### config.mk
export PLATFORM = sky130hd
export DESIGN_NAME = qwvs_mac
export DESIGN_NICKNAME = d
export VERILOG_FILES = /design/src/hdl/qwvs_mac.sv
export SDC_FILE = /design/constraint.sdc
export NUM_CORES = 2
export LEC_CHECK = 0
export BUFFER_PORTS_ARGS = -buffer_cell sky130_fd_sc_hd__buf_2
export CAP_MARGIN = 10
export CORE_MARGIN = 8
export CORE_UTILIZATION = 67
export CTS_CLUSTER_DIAMETER = 120
export CTS_CLUSTER_SIZE = 10
export DETAILED_ROUTE_END_ITERATION = 8
export MAX_ROUTING_LAYER = met4
export PLACE_DENSITY = 0.85
export SETUP_SLACK_MARGIN = 0.02
export SLEW_MARGIN = 5
export SYNTH_ARGS = -nofsm -noshare
export SYNTH_HDL_FRONTEND = slang
export SYNTH_SLANG_ARGS = --single-unit
export TNS_END_PERCENT = 50
### constraint.sdc
create_clock -name clk -period 27.2 [get_ports clk]
set_clock_uncertainty 0.15 [all_clocks]
set_input_delay 2.72 -clock clk [delete_from_list [all_inputs] [get_ports clk]]
set_output_delay 2.72 -clock clk [all_outputs]
set_load 0.01 [all_outputs]
### src/hdl/qwvs_mac.sv
// Shared signed multiply-accumulate unit, accumulator registered.
// Depends on nothing; used by the top-level sequencer.
module qwvs_mac (
  input  logic               clk,
  input  logic signed [37:0] a,
  input  logic signed [17:0] b,
  input  logic               neg,
  input  logic               clr,
  input  logic               en,
  output logic signed [63:0] acc
);
  logic signed [63:0] acc_r;
  logic signed [63:0] prod;

  assign prod = 64'(a) * 64'(b);

  always_ff @(posedge clk) begin
    if (en) begin
      acc_r <= (clr ? 64'sd0 : acc_r) + (neg ? -prod : prod);
    end
  end

  assign acc = acc_r;
endmodule

Word level (Yosys, flattened, before mapping)
Cells that the tools add are included.
{"block": "totals", "in_bits": 60, "out_inout_bits": 64, "word_cells": 6, "reg_bits": 64}
{"block": "classes", "add_sub_neg": 2, "mux": 2, "n_mul": 1}
{"cell": "64-bit 2-to-1 mux", "n": 2}
{"cell": "64-bit adder", "n": 1}
{"cell": "56-bit negation with 64-bit output", "n": 1}
{"cell": "38-bit by 18-bit multiplier with 56-bit output", "n": 1}

Depth between registers and ports, before layout
{"block": "depth", "ltp_word": 4, "mapped_depth": 41}

Least setup slack after synthesis
Ideal clock, no wire load.
{"block": "synth_path", "kind": "input -> register", "start": "input a[17]", "end": "register acc_r[63] (netlist: acc[63]), data pin", "setup_slack_ns": 14.498, "t_arrival_ns": 12.281, "stages": 40, "setup_ns": 0.271, "n_path_buf": 4, "path_cell_list": "clkbuf_1 > clkbuf_1 > nand2_1 > fa_1 > inv_1 > fa_1 > inv_1 > fa_1 > fa_1 > inv_1 > fa_1 > inv_1 > fa_1 > inv_1 > ha_1 > buf_2 > and3_1 > nand2_1 > [... 4 more ...] > or4_1 > or3_1 > clkbuf_1 > or4_4 > o41ai_2 > o21ai_0 > ha_1 > a21o_1 > a21o_1 > a21o_1 > a21oi_1 > o21bai_1 > a21o_1 > a221oi_1 > o31ai_1 > xnor2_1 > a311oi_1 > a21oi_1"}
{"block": "synth_via", "elab_chain_cells": 4}
{"item": "from (decl)", "line_no": "5", "text": "input logic signed [37:0] a,"}
{"item": "38-bit by 18-bit multiplier with 56-bit output *", "line_no": "15", "text": "assign prod = 64'(a) * 64'(b);"}
{"item": "56-bit negation with 64-bit output", "line_no": "19", "text": "acc_r <= (clr ? 64'sd0 : acc_r) + (neg ? -prod : prod);"}
{"item": "64-bit 2-to-1 mux *", "line_no": "19"}
{"item": "64-bit adder *", "line_no": "19"}
{"item": "to (signal assigned)", "line_no": "19"}
{"item": "to (decl)", "line_no": "12", "text": "logic signed [63:0] acc_r;"}
Mark *: on every way between the ends. The rest lies on a longest branch, timed or not.
A chain may end at the register's enable or synchronous reset.

Worst setup path after layout
{"block": "layout_path", "start": "input b[9]", "end": "register acc_r[62] (netlist: acc[62]), data pin"}
{"block": "layout_via", "elab_chain_cells": 4}
{"item": "from (decl)", "line_no": "6", "text": "input logic signed [17:0] b,"}
{"item": "38-bit by 18-bit multiplier with 56-bit output *", "line_no": "15"}
{"item": "56-bit negation with 64-bit output", "line_no": "19"}
{"item": "64-bit 2-to-1 mux *", "line_no": "19"}
{"item": "64-bit adder *", "line_no": "19"}
Marks and branches as above.

==> results.toml <==
[timing]
relSlewSlack_pct = 21.2
tightest_slew_ns = 1.15
final.setup.tns_ns = 0
fmax_mhz = 74.8
rsz0062_at_grt = "no"
layout_min_cycle_time_ns = 13.37
fin_crit_sh_pct = 49.1
finalSetupViolations = 0
drv_slew = 0
hold_viol = 0

[hold_path]
holdPathStages = 2
hp-class = "register to register"
holdPathEnd = "acc[0]"
min_from = "acc[0]"

[critical_path]
cp_slowest_stage_delay_ns = 0.99
path_buf_inv = 6
worst-path-max-fanout = 38
critPathCaptureType = "register"
rr_endpoint = "acc[62]"
cpMaxStageDelayCell = "a2111oi_0"
r2r-start = "acc[0]"
required_ns = 27.14
crit_type = "primary input to register"
crit_family = "compound AO/OA/AOI/OAI gates"
cp-start-kind = "primary input"
path_common_cell = "fa_1"
arrival_ns = 13.31
rrSetupSlack_ns = 22.02
reg2reg_depth = 14

[routing]
dr.pass1.iters = 7
first_iter_violations = 1676
postRouteAntennaNets = 0
vias = 24700
drc = 0
drt-total-wl_um = 77300
avgViaCountPerCell = 5.96
routedWlPerCell_um = 18.7

[placement]
placedCellCount = 4123
dp_hpwl_um = 62300
port_buffers = 123
gp_congestion = 0.949

[floorplanning]
rows = 79
die-height_um = 231
core_region_area_um2 = 46100
initial_utilization_pct = 67.3
pin_count = 124
die_w_um = 231
die-area_um2 = 53400

[yosys]
yosysSeqAreaShare_pct = 6.20
synth-simple-area-share_pct = 17.8
synth_edf_count = 64
ys_seq_elements = 64
synth_xor_area_share_pct = 4.60
synth_adder_area_share_pct = 50.2
synthArstFlopShare_pct = 0
syn_nets = 4482
synth_compound_area_share_pct = 9.60
synthMuxAreaShare_pct = 0.101
avgSynthCellArea_um2 = 8.68
ys_top_cells_by_area = "fa_1 42%, inv_1 9.2%, ha_1 8.2%"
yosys_warnings = 0
synthFlopType = "edfxtp_1"
synth_top_cell_area_share_pct = 42.0
synth_top_family_by_area = "adder cells"
synth_cells = 3569
synth_cell_types = 92
syn-cell-area_um2 = 31000
yosys.area.top_type = "fa_1"

[layout]
final_cell_mix = "759 x inv_1, 650 x fa_1, 519 x nand2_1, 241 x and2_1, 203 x ha_1"
final_common_cell = "inv_1"
nets = 4440
final_layout_size_suffix_gt1_share_pct = 5.24
area_growth_pct = 3.28
largest_reg_flops = 64
fin_cells = 4140

[cts]
clk_pin_slew_ns = 0.05
clock_path_buffers = 2
cts_hold_buf = 0
cts_made_buffers = 9
post_cts_resized = 0
insertion_delay_ns = 0.34
htreeDepth = 3
cts_sinks = 64
cts_tree = "yes"
clockRootBuffer = "clkbuf_16"
post_cts_buffers = 0

[grt]
overflow = 0
grtUsageTotal_pct = 31.0
met2_usage_pct = 53.1
antenna_found_initial = 1
grt_pass1_wl_um = 130000
global_route.usage.met3_pct = 5.00
grt_start_max_net_pins = 65
grt_use_met1_pct = 34.4
grt_pass1_vias = 26700
grt-busiest-layer = "met2"

[job]
max_cap_viol_count = 0

[status]
status = "finished, final reports clean"
==> worst max-delay path by stage <==
stage                from      end  slack, ns  depth (start not counted)
floorplan           a[17]  acc[63]      14.50                         40
global placement     b[0]  acc[63]      13.86                         37
detailed placement   b[0]  acc[63]      13.64                         37
CTS                  b[0]  acc[63]      13.95                         37
global route         b[0]  acc[63]      13.10                         37
finish               b[9]  acc[62]      13.83                         32
==> metal layers <==
layer  part of all wire [%]  up-vias
met3                    7.2      401
met2                     51     1177
met1                     35    12200
li1                       -    10900
met4                    6.7        0
met5                      0        -
==> stage by stage <==
step / setup WS, ns / hold WS [ns] / area (um^2) / utilization, %
detailed placement: 13.64 / 0.532 / 31700 / 68.8
global placement: 13.86 / 0.536 / 31700 / 68.8
global route: 13.10 / 0.578 / 32000 / 69.5
CTS: 13.95 / 0.547 / 32000 / 69.5
finish: 13.83 / 0.536 / 32000 / 69.5
floorplan: 14.50 / 0.579 / 31000 / -
==> worst register-to-register path: stages, from the launching register on <==
cell       delay, ns
edfxtp_1        0.33
nor2b_1         0.13
ha_1            0.20
fa_1            0.27
a211oi_1        0.10
o21ai_0         0.30
a221o_1         0.28
a311o_1         0.37
nand4b_1        0.23
a2111oi_0       1.06
o31ai_1         0.21
o21ai_0         0.48
a21oi_1         0.23
o21a_1          0.27
o311a_1         0.33
==> area by class of cell <==
class	instances	area [um^2]
multi-input cells	2565	25500
clock inverters	7	86.3
clock buffers	9	225
diodes	1	2.50
fillers	3592	14100
well taps	607	759
repair buffers	128	653
inverters	759	2850
flip-flops and latches	64	1920
==> synth_stat cells (6+ instances only) <==
| cell | count |
|---|---|
| a211oi_1 | 11 |
| a21o_1 | 70 |
| a21oi_1 | 116 |
| a311oi_1 | 6 |
| a31oi_1 | 16 |
| and2_1 | 241 |
| and3_1 | 19 |
| and4_1 | 7 |
| buf_2 | 10 |
| clkbuf_1 | 166 |
| edfxtp_1 | 64 |
| fa_1 | 650 |
| ha_1 | 203 |
| inv_1 | 759 |
| nand2_1 | 519 |
| nand2b_1 | 22 |
| nand3_1 | 38 |
| nand4_1 | 30 |
| nor2_1 | 79 |
| nor2b_1 | 73 |
| nor3_1 | 19 |
| nor4_1 | 10 |
| o211ai_1 | 9 |
| o21a_1 | 17 |
| o21ai_0 | 78 |
| o21bai_1 | 13 |
| o31a_1 | 6 |
| o31ai_1 | 18 |
| or2_2 | 10 |
| or3_1 | 15 |
| xnor2_1 | 112 |
| xor2_1 | 48 |
==> cell families (layout without fill, tap and decap cells) <==
logic type               Yosys count  after routing
multiplexers                       3              3
adder cells (fa/ha/maj)          853            853
flip-flops                        64             64
other                              0              1
AO/OA/AOI/OAI                    436            436
buffers and inverters            940            903
AND/OR/NAND/NOR                 1112           1112
XOR/XNOR                         161            161
Power is not shown: default switching activity piles up to over one toggle a cycle in this logic, so the estimate is an artifact.
