`config.mk`:
```
export PLATFORM = sky130hd
export DESIGN_NAME = qwvs_sqrt
export DESIGN_NICKNAME = d
export VERILOG_FILES = /design/src/hdl/qwvs_sqrt.sv
export SDC_FILE = /design/constraint.sdc
export NUM_CORES = 1
export LEC_CHECK = 0
export ABC_AREA = 0
export BUFFER_PORTS_ARGS = -buffer_cell sky130_fd_sc_hd__buf_4
export CAP_MARGIN = 10
export CORE_UTILIZATION = 63
export CTS_BUF_LIST = sky130_fd_sc_hd__clkbuf_4 sky130_fd_sc_hd__clkbuf_8
export DETAILED_ROUTE_END_ITERATION = 8
export PLACE_DENSITY = 0.91
export SKIP_CTS_REPAIR_TIMING = 1
export SYNTH_ARGS = -nofsm -noshare
export SYNTH_HDL_FRONTEND = slang
export SYNTH_SLANG_ARGS = --single-unit
```
`constraint.sdc`:
```
create_clock -name clk -period 7.5 [get_ports clk]
set_input_delay 1.125 -clock clk [delete_from_list [all_inputs] [get_ports clk]]
set_output_delay 1.125 -clock clk [all_outputs]
set_load 0.05 [all_outputs]
```
`src/hdl/qwvs_sqrt.sv`:
```
// Bit-serial integer square root, one result bit per cycle.
// Depends on nothing.
module qwvs_sqrt (
  input  logic        clk,
  input  logic        rst_n,
  input  logic        start,
  input  logic [28:0] radicand,
  output logic        busy,
  output logic [14:0] root
);
  logic [28:0] n_r, n_nxt;
  logic [28:0] res_r, res_nxt;
  logic [28:0] bit_r, bit_nxt;
  logic        busy_r, busy_nxt;

  always_comb begin
    n_nxt    = n_r;
    res_nxt  = res_r;
    bit_nxt  = bit_r;
    busy_nxt = busy_r;
    if (start) begin
      n_nxt    = radicand;
      res_nxt  = '0;
      bit_nxt  = 29'd1 << 28;
      busy_nxt = 1'b1;
    end else if (busy_r) begin
      if (n_r >= res_r + bit_r) begin
        n_nxt   = n_r - (res_r + bit_r);
        res_nxt = (res_r >> 1) + bit_r;
      end else begin
        res_nxt = res_r >> 1;
      end
      bit_nxt = bit_r >> 2;
      if (bit_r == 29'd1) begin
        busy_nxt = 1'b0;
      end
    end
  end

  always_ff @(posedge clk) begin
    if (!rst_n) begin
      busy_r <= 1'b0;
    end else begin
      busy_r <= busy_nxt;
    end
    n_r   <= n_nxt;
    res_r <= res_nxt;
    bit_r <= bit_nxt;
  end

  assign busy = busy_r;
  assign root = res_r[14:0];
endmodule
```
==> Word-level counts from Yosys, hierarchy flattened <==
Cells that the tools add are included.
{ "op_classes": {"add_sub_neg": 3, "order_cmp": 1, "eq_ne": 1, "mux": 7, "n_reduce_logical": 3} }
{ "ops": {"columns": ["op", "count"], "rows": [
  ["$mux 29", 4],
  ["$add 28x29->29", 1],
  ["$add 29x29->29", 1],
  ["$ge 29x29->1", 1],
  ["$sub 29x29->29", 1],
  ["$eq 15x1->1 const B", 1],
  ["$reduce_bool 2->1", 2],
  ["$mux 1", 3],
  ["$reduce_and 2->1", 1]
]} }
{ "word_totals": {"register_bits": 74, "in_bits": 32, "out_inout_bits": 16, "elab_cells": 19} }

==> Depth between registers and ports, before layout <==
Gate-level depths: netlist (run 1).
{ "depth": {"word_depth": 5, "depth_mapped": 20, "mapped_depth_nobuf": 17} }

==> Worst setup path after synthesis (run 1) <==
OpenSTA, ideal clock, no wires.
{ "synth_timing": {"path_type": "flip-flop to flip-flop", "startpoint": "register res_r[0]", "endpoint": "register n_r[0] (enable)", "setup_ps": 455, "arrival_time_ps": 6153, "t_required_ps": 7045, "slack_ps": 892, "stages_incl_launch_ff": 19, "n_path_buf": 2, "period_less_slack_ps": 6608, "path_cell_list": "dfxtp_1 -> ha_1 -> ha_1 -> a21oi_1 -> o21ai_0 -> a211o_1 -> o41ai_1 -> nor2_1 -> o21ai_0 -> xor2_1 -> ha_1 -> buf_2 -> nand3_1 -> or4_4 -> or4_4 -> o211ai_4 -> nor2_4 -> clkbuf_1 -> o21ai_0"} }
{ "synth_between": {"elab_chain_len": 4} }
{ "synth_lines": {"columns": ["element", "line_no", "text"], "rows": [
  ["start: declaration", "12", "logic [28:0] res_r, res_nxt;"],
  ["start signal: assignment", "47", "res_r <= res_nxt;"],
  ["$add 29x29->29", "27", "if (n_r >= res_r + bit_r) begin"],
  ["$ge 29x29->1", "27", null],
  ["$reduce_bool 2->1 (no source line)", null, null],
  ["$reduce_and 2->1 (no source line)", null, null],
  ["end signal: assignment", "46", "n_r <= n_nxt;"],
  ["end: declaration", "11", "logic [28:0] n_r, n_nxt;"]
]} }
No other way between the ends.
A chain may end at the register's enable or synchronous reset.

==> Worst setup path in the final report (run 1) <==
{ "layout_timing": {"startpoint": "register res_r[0]", "endpoint": "register res_r[20]"} }
{ "layout_between": {"elab_chain_len": 3} }
{ "layout_lines": {"columns": ["element", "line_no"], "rows": [
  ["$add 29x29->29", "27"],
  ["$ge 29x29->1", "27"],
  ["$mux 29", "27"]
]} }
No other way between the ends.

==> summary.txt, run 1 <==
Finish
  – Number of diodes: 0
  – Layout Area Growth over Synthesis: 6.80%
  – # nets final: 903
  – Final core occ: 0.704
  – Post-layout instance count excluding filler cells: 949
  – Multi-input gate area: 0.00437 mm2
  – Fin area: 0.00697 mm2
  – Fill cell count: 800
  – Flip-flop and latch area: 0.00177 mm2
  – Layout cells sized above 1: 0.102

Placed design
  – Area after DPL: 0.00679 mm2
  – # placed instances: 933
  – Dpl hpwl: 12.5 mm
  – Port Buf Inserts: 47
  – RePlAce Congestion: 0.985

Yosys
  – Synth Register Bits: 74
  – Async SR Flop Fraction: 0
  – Cell area after synthesis: 0.00653 mm2
  – Post-synth top flop: dfxtp_1
  – Post-synthesis sequential area ratio: 0.271
  – Post-synth top cells: nand2_1 (84), o21ai_0 (77), nor2_1 (74)
  – Syn Nets: 893
  – Mean area per synthesized cell: 8.15 um2
  – Gate count of the mapped netlist: 801
  – Top cell type's share of synthesized area: 0.138
  – Number of synthesized flops with an enable pin: 29
  – Top-count cell post-synth: nand2_1
  – Top cells by area, synth: dfxtp_1 (14%), edfxtp_1 (13%), ha_1 (11%), o21ai_0 (5.9%), nand2_1 (4.8%)
  – Ys Warns: 0
  – Synth area leader: dfxtp_1
  – Distinct cells, synth: 66

Timing
  – Max transition margin: 0.483
  – Clock Skews: 16.4 ps
  – Final period utilization: 0.789
  – Max-slew violation count: 0
  – Final Hold Vio Count: 0
  – Setup TNS Final: 0 ps
  – Final setup violation count: 0
  – RSZ-0062 raised after global routing: no
  – Highest clock rate: 0.169 GHz
  – Worst slew pin tran: 775 ps
  – Min Clock Period, post-route: 5920 ps

Worst setup path
  – Nature of the critical path endpoint: flip-flop
  – Startpoint class of the critical path: flip-flop
  – Critical path required time: 7810 ps
  – Worst Setup SP: res_r[0]$_SDFFE_PP0P_
  – CP Max Fanout: 19
  – Worst Path Class, Setup: flip-flop to flip-flop
  – Worst r2r src: res_r[0]$_SDFFE_PP0P_
  – Crit path DAT: 6220 ps
  – Worst R2R End: res_r[20]$_SDFFE_PP0P_
  – R2R cell count: 17
  – R2R Setup Slk: 1580 ps

Detailed routing
  – Via density: 6.59
  – Initial DRC Count: 428
  – Drt pass-1 iters: 5
  – Routed WL: 17.0 mm
  – Via count: 6,255
  – Avg WL per Cell: 17.9 um
  – Antenna viol nets, final: 0
  – Residual DRC: 0

Floorplan
  – Die Y: 104 um
  – # IOs: 48
  – Die Area: 0.0108 mm2
  – Core area: 0.00991 mm2
  – Row count: 36
  – Die Wd: 104 um
  – Initial Util: 0.659

Global route
  – First-pass GRT wire length: 28.0 mm
  – Gr ovfl total: 0
  – Largest net degree at the start of global routing: 67
  – Number of global-route vias before repair: 6,085
  – GRT Overall Usage: 0.322
  – Initial antenna violation count: 0

Pwr
  – Static Leakage: 2.71 nW
  – Cell area power density: 321 mW/mm2
  – Max IR drop VDD: 236 uV

Clocking
  – Skew-Pair Late Insertion Delay: 390 ps
  – CTS tree: yes
  – H-tree depth: 3
  – Clock transition at path regs: 90 ps
  – # clock sinks: 74
  – CTS buffer count: 9
  – Clk root buf: clkbuf_8
  – Clock Tree Buf Depth: 2

Run status
  – Outcome: completed

Worst hold path
  – Hold Path Depth: 2
  – Hold Path Sink: res_r[0]$_SDFFE_PP0P_
  – Hold path startpoint: res_r[0]$_SDFFE_PP0P_
  – Min-Delay Path Class: flip-flop to flip-flop

Run
  – Max-Cap Viols: 0
## cell type report
cell class	count	area share
Clock buffer	13	0.0239
Clock inverter	3	0.00197
Inverter	28	0.0151
Multi-Input combinational cell	648	0.627
Sequential cell	74	0.254
Tap cell	133	0.0239
Timing Repair Buffer	50	0.0538
## flip-flops by register name (all words and copies together) (netlist names)
register	count
bit_r	15
res_r	29
busy	1
n_r	29
## per-layer routing
metal / GRT usage / wire [um] / share of wire
met5: 0 / 0 / 0
met4: 0.185 / 754 / 0.044
met3: 0.0768 / 1180 / 0.070
met2: 0.549 / 8240 / 0.48
met1: 0.369 / 6820 / 0.40
## logic make-up after synthesis
family | count (synthesis) | synth area share
buf+inv | 79 | 0.0594
flops | 74 | 0.271
simple gates | 238 | 0.168
mux | 23 | 0.0360
fa+ha+maj | 60 | 0.116
compound gates | 261 | 0.261
xor+xnor | 66 | 0.0886
## power breakdown
part	switching, mW	internal (mW)	total, mW
sequential	0.0765	0.540	0.617
clock	0.158	0.143	0.301
combinational	0.815	0.503	1.32
total	1.05	1.19	2.23
## per-stage QoR
step	setup slack (ps)	hold WS, ps	total power, mW
after detailed placement	1720	539	1.90
after global routing	1290	580	2.38
after global placement	2000	493	1.84
after floorplan	892	478	1.64
final	1580	549	2.23
after CTS	1680	550	2.21
## how the worst max path moves through the flow
stage,end,cells after the start
6_report,res_r[20]$_SDFFE_PP0P_,17
5_1_grt,res_r[20]$_SDFFE_PP0P_,17
4_1_cts,res_r[20]$_SDFFE_PP0P_,17
3_5_place_dp,res_r[20]$_SDFFE_PP0P_,17
3_3_place_gp,res_r[20]$_SDFFE_PP0P_,17
2_1_floorplan,n_r[0]$_DFFE_PP_,18
## worst max-delay path, stage by stage (launching register included)
cell	delay, ps
dfxtp_1	340
ha_1	220
ha_1	220
a21oi_1	260
o21ai_0	220
a211o_1	360
o41ai_1	580
nor2_1	70
o21ai_0	210
xor2_1	100
ha_1	440
nand3_1	160
or4_4	520
or4_4	510
o211ai_4	270
or2_1	700
mux2_1	380
a221oi_1	260
## cell usage in the layout, fill, tap and decap left out, types with 11 or more instances in the layout
cell type,n
clkbuf_8,11
dfxtp_1,44
nor2_1,74
o21bai_1,13
inv_1,27
ha_1,59
edfxtp_1,29
a21o_1,21
o21ai_0,76
xnor2_1,32
buf_4,50
xor2_1,34
a211oi_1,23
nand3_1,17
nand2_1,84
nor3_1,13
nand4_1,14
a21oi_1,39
a31oi_1,22
mux2i_1,19
No activity file was read; power rests on OpenSTA's default activity.
==> run 2, diff against run 1 <==
--- a/config.mk
+++ b/config.mk
@@ -8,10 +8,10 @@
 export ABC_AREA = 0
 export BUFFER_PORTS_ARGS = -buffer_cell sky130_fd_sc_hd__buf_4
 export CAP_MARGIN = 10
-export CORE_UTILIZATION = 63
+export CORE_UTILIZATION = 57
 export CTS_BUF_LIST = sky130_fd_sc_hd__clkbuf_4 sky130_fd_sc_hd__clkbuf_8
 export DETAILED_ROUTE_END_ITERATION = 8
-export PLACE_DENSITY = 0.91
+export PLACE_DENSITY = 0.87
 export SKIP_CTS_REPAIR_TIMING = 1
 export SYNTH_ARGS = -nofsm -noshare
 export SYNTH_HDL_FRONTEND = slang
==> constraint.sdc (replaced) <==
create_clock -name clk -period 5.1 [get_ports clk]
set_input_delay 0.765 -clock clk [delete_from_list [all_inputs] [get_ports clk]]
set_output_delay 0.765 -clock clk [all_outputs]
set_load 0.05 [all_outputs]
==> run 2 against run 1 <==
Non-clock buffer count is 26 higher. Final area is 4.2% higher. Die area is 10% higher. Largest power group unchanged. Setup slack worse by 1300 ps.
==> summary.txt, run 2 (synthesis gave the netlist of run 1 again) <==
Pwr
  – Flop pwr share: 0.258 (-0.018)
  – Clock power share: 0.146 (+0.011)
  – Pwr Total: 3.50 mW (+56%)
  – Pint: 1.92 mW (+62%)
  – Combinational share of power: 0.596 (+0.007)
  – Psw: 1.58 mW (+51%)
  – Static Leakage: 2.87 nW (+6.0%)
  – Cell area power density: 482 mW/mm2 (+50%)
  – Net Sw Frac: 0.452 (-0.0174)
  – Max IR drop VDD: 332 uV (+41%)

Worst setup path
  – Worst Path Class, Setup: flip-flop to flip-flop
  – Crit path DAT: 5130 ps (-1090 ps)
  – CP Max Fanout: 7 (-12)
  – Crit path cell chain: ha_1 > ha_1 > a21oi_2 > o21ai_0 > a211o_1 > o41ai_2 > buf_4 > nor2_1 > o21ai_0 > xor2_1 > ha_1 > nand3_1 > or4_4 > or4_4 > o211ai_4 > nor2_4 > or4_1 > a311oi_1
  – Nature of the critical path endpoint: flip-flop
  – Slowest CP cell: or4_1
  – CP most frequent cell: ha_1
  – Startpoint class of the critical path: flip-flop
  – CP max stage delay: 530 ps (-170 ps)
  – Critical path required time: 5380 ps (-2430 ps)

Timing
  – Max-slew violation count: 0 (unchanged)
  – Clock Skews: 10.7 ps (-5.74 ps)
  – Max transition margin: 0.564 (+0.0808)
  – Worst Setup Slack, final: 252 ps (-1330 ps)
  – Final setup violation count: 0 (unchanged)
  – Highest clock rate: 0.206 GHz (+22%)
  – Worst slew pin tran: 645 ps (-130 ps)
  – Final Hold Vio Count: 0 (unchanged)
  – Min Clock Period, post-route: 4850 ps (-1070 ps)
  – Final period utilization: 0.951 (+0.162)
  – RSZ-0062 raised after global routing: no
  – Setup TNS Final: 0 ps (unchanged)

Clocking
  – Clk root buf: clkbuf_8
  – CTS buffer count: 9 (unchanged)
  – Skew-Pair Late Insertion Delay: 380 ps (about the same)
  – Clock Tree Buf Depth: 2 (unchanged)
  – CTS tree: yes
  – # clock sinks: 74 (unchanged)
  – H-tree depth: 3 (unchanged)
  – Clock transition at path regs: 80 ps (about the same)

Detailed routing
  – Drt pass-1 iters: 5 (unchanged)
  – Via count: 6,261 (+0.096%)
  – Initial DRC Count: 487 (+14%)
  – Avg WL per Cell: 17.6 um (-1.8%)
  – Residual DRC: 0 (unchanged)
  – Routed WL: 17.3 mm (+1.6%)
  – Via density: 6.38 (-3.3%)
  – Antenna viol nets, final: 0 (unchanged)

Run
  – Max-Cap Viols: 0 (unchanged)

Finish
  – Fill cell count: 920 (+15%)
  – Layout Area Growth over Synthesis: 11.3%
  – # nets final: 929 (+2.9%)
  – Most frequent cells in the layout: nand2_1 (84), o21ai_0 (76), buf_4 (75), nor2_1 (74), ha_1 (59)
  – Largest registers: n_r: 29 flops, res_r: 29 flops, bit_r: 15 flops
  – Layout cells sized above 1: 0.140 (+0.0384)
  – Most common cell after layout, fill and taps aside: nand2_1
  – Number of diodes: 0 (unchanged)
  – Fin area: 0.00726 mm2 (+4.2%)

Worst hold path
  – Min-Delay Path Class: flip-flop to flip-flop

Floorplan
  – Die Area: 0.0119 mm2 (+10%)
  – Initial Util: 0.594 (-0.0644)
  – Die Wd: 109 um (+5.0%)
  – Die Y: 109 um (+5.0%)
  – # IOs: 48 (unchanged)
  – Row count: 38 (+5.6%)
  – Core area: 0.0110 mm2 (+11%)

Placed design
  – Dpl hpwl: 12.6 mm (+0.76%)
  – RePlAce Congestion: 0.937 (-4.8%)
  – Port Buf Inserts: 47 (unchanged)
  – Pre-CTS setup slack: 80.2 ps (-1640 ps)
  – Area after DPL: 0.00697 mm2 (+2.6%)

Global route
  – First-pass GRT wire length: 28.4 mm (+1.6%)
  – GRT Overall Usage: 0.307 (-0.0153)
  – Initial antenna violation count: 0 (unchanged)
  – Largest net degree at the start of global routing: 70 (+4.5%)
  – Gr ovfl total: 0 (unchanged)
  – Number of global-route vias before repair: 5,955 (-2.1%)

Run status
  – Outcome: completed
-- run 2: layout make-up --
cell class / instances / area [um2] / area share
Timing Repair Buffer: 76 / 583 / 0.0803
Clock buffer: 12 / 165 / 0.0227
Sequential cell: 74 / 1780 / 0.245
Multi-Input combinational cell: 648 / 4410 / 0.607
Tap cell: 140 / 175 / 0.0241
Clock inverter: 4 / 48.8 / 0.00672
Inverter: 28 / 105 / 0.0145
-- run 2: power groups by stage --
stage | logic, mW | registers, mW | clock network, mW
floorplan | 1.55 | 0.871 | 0
detailed placement | 1.97 | 0.911 | 0
CTS | 1.99 | 0.900 | 0.509
global placement | 1.93 | 0.907 | 0
global route | 2.28 | 0.914 | 0.532
finish | 2.08 | 0.904 | 0.509
-- run 2: path summary, 6_finish.rpt --
kind | startpoint | end | slack, ps | depth (start not counted)
max | res_r[0]$_SDFFE_PP0P_ | res_r[21]$_SDFFE_PP0P_ | 250 | 18
min reg2reg | res_r[0]$_SDFFE_PP0P_ | res_r[0]$_SDFFE_PP0P_ | 550 | 2
max reg2reg | res_r[0]$_SDFFE_PP0P_ | res_r[21]$_SDFFE_PP0P_ | 250 | 18
min | res_r[0]$_SDFFE_PP0P_ | res_r[0]$_SDFFE_PP0P_ | 550 | 2
-- run 2: stage by stage --
| stage | hold slack (ps) | std cells | utilization |
|---|---|---|---|
| floorplan | 478 | 801 | - |
| global placement | 500 | 960 | 0.635 |
| detailed placement | 532 | 960 | 0.635 |
| CTS | 547 | 976 | 0.654 |
| global route | 576 | 982 | 0.661 |
| finish | 546 | 982 | 0.661 |
-- run 2: critical path: cells and delay by family, from the launching register on --
kind	cells	cell delay [ps]
AOI/OAI and AO/OA	7	1550
DFF	1	340
adders and majority gates	3	770
buffers and inverters	1	170
and+or+nand+nor	6	1770
xor gates and xnor gates	1	150
-- run 2: layer usage --
layer / track usage / up-vias / wire (um)
met5: 0 / - / 0
met4: 0.116 / 0 / 437
met3: 0.0520 / 35 / 1020
met2: 0.522 / 226 / 8290
met1: 0.387 / 2957 / 7510
li1: - / 3043 / -
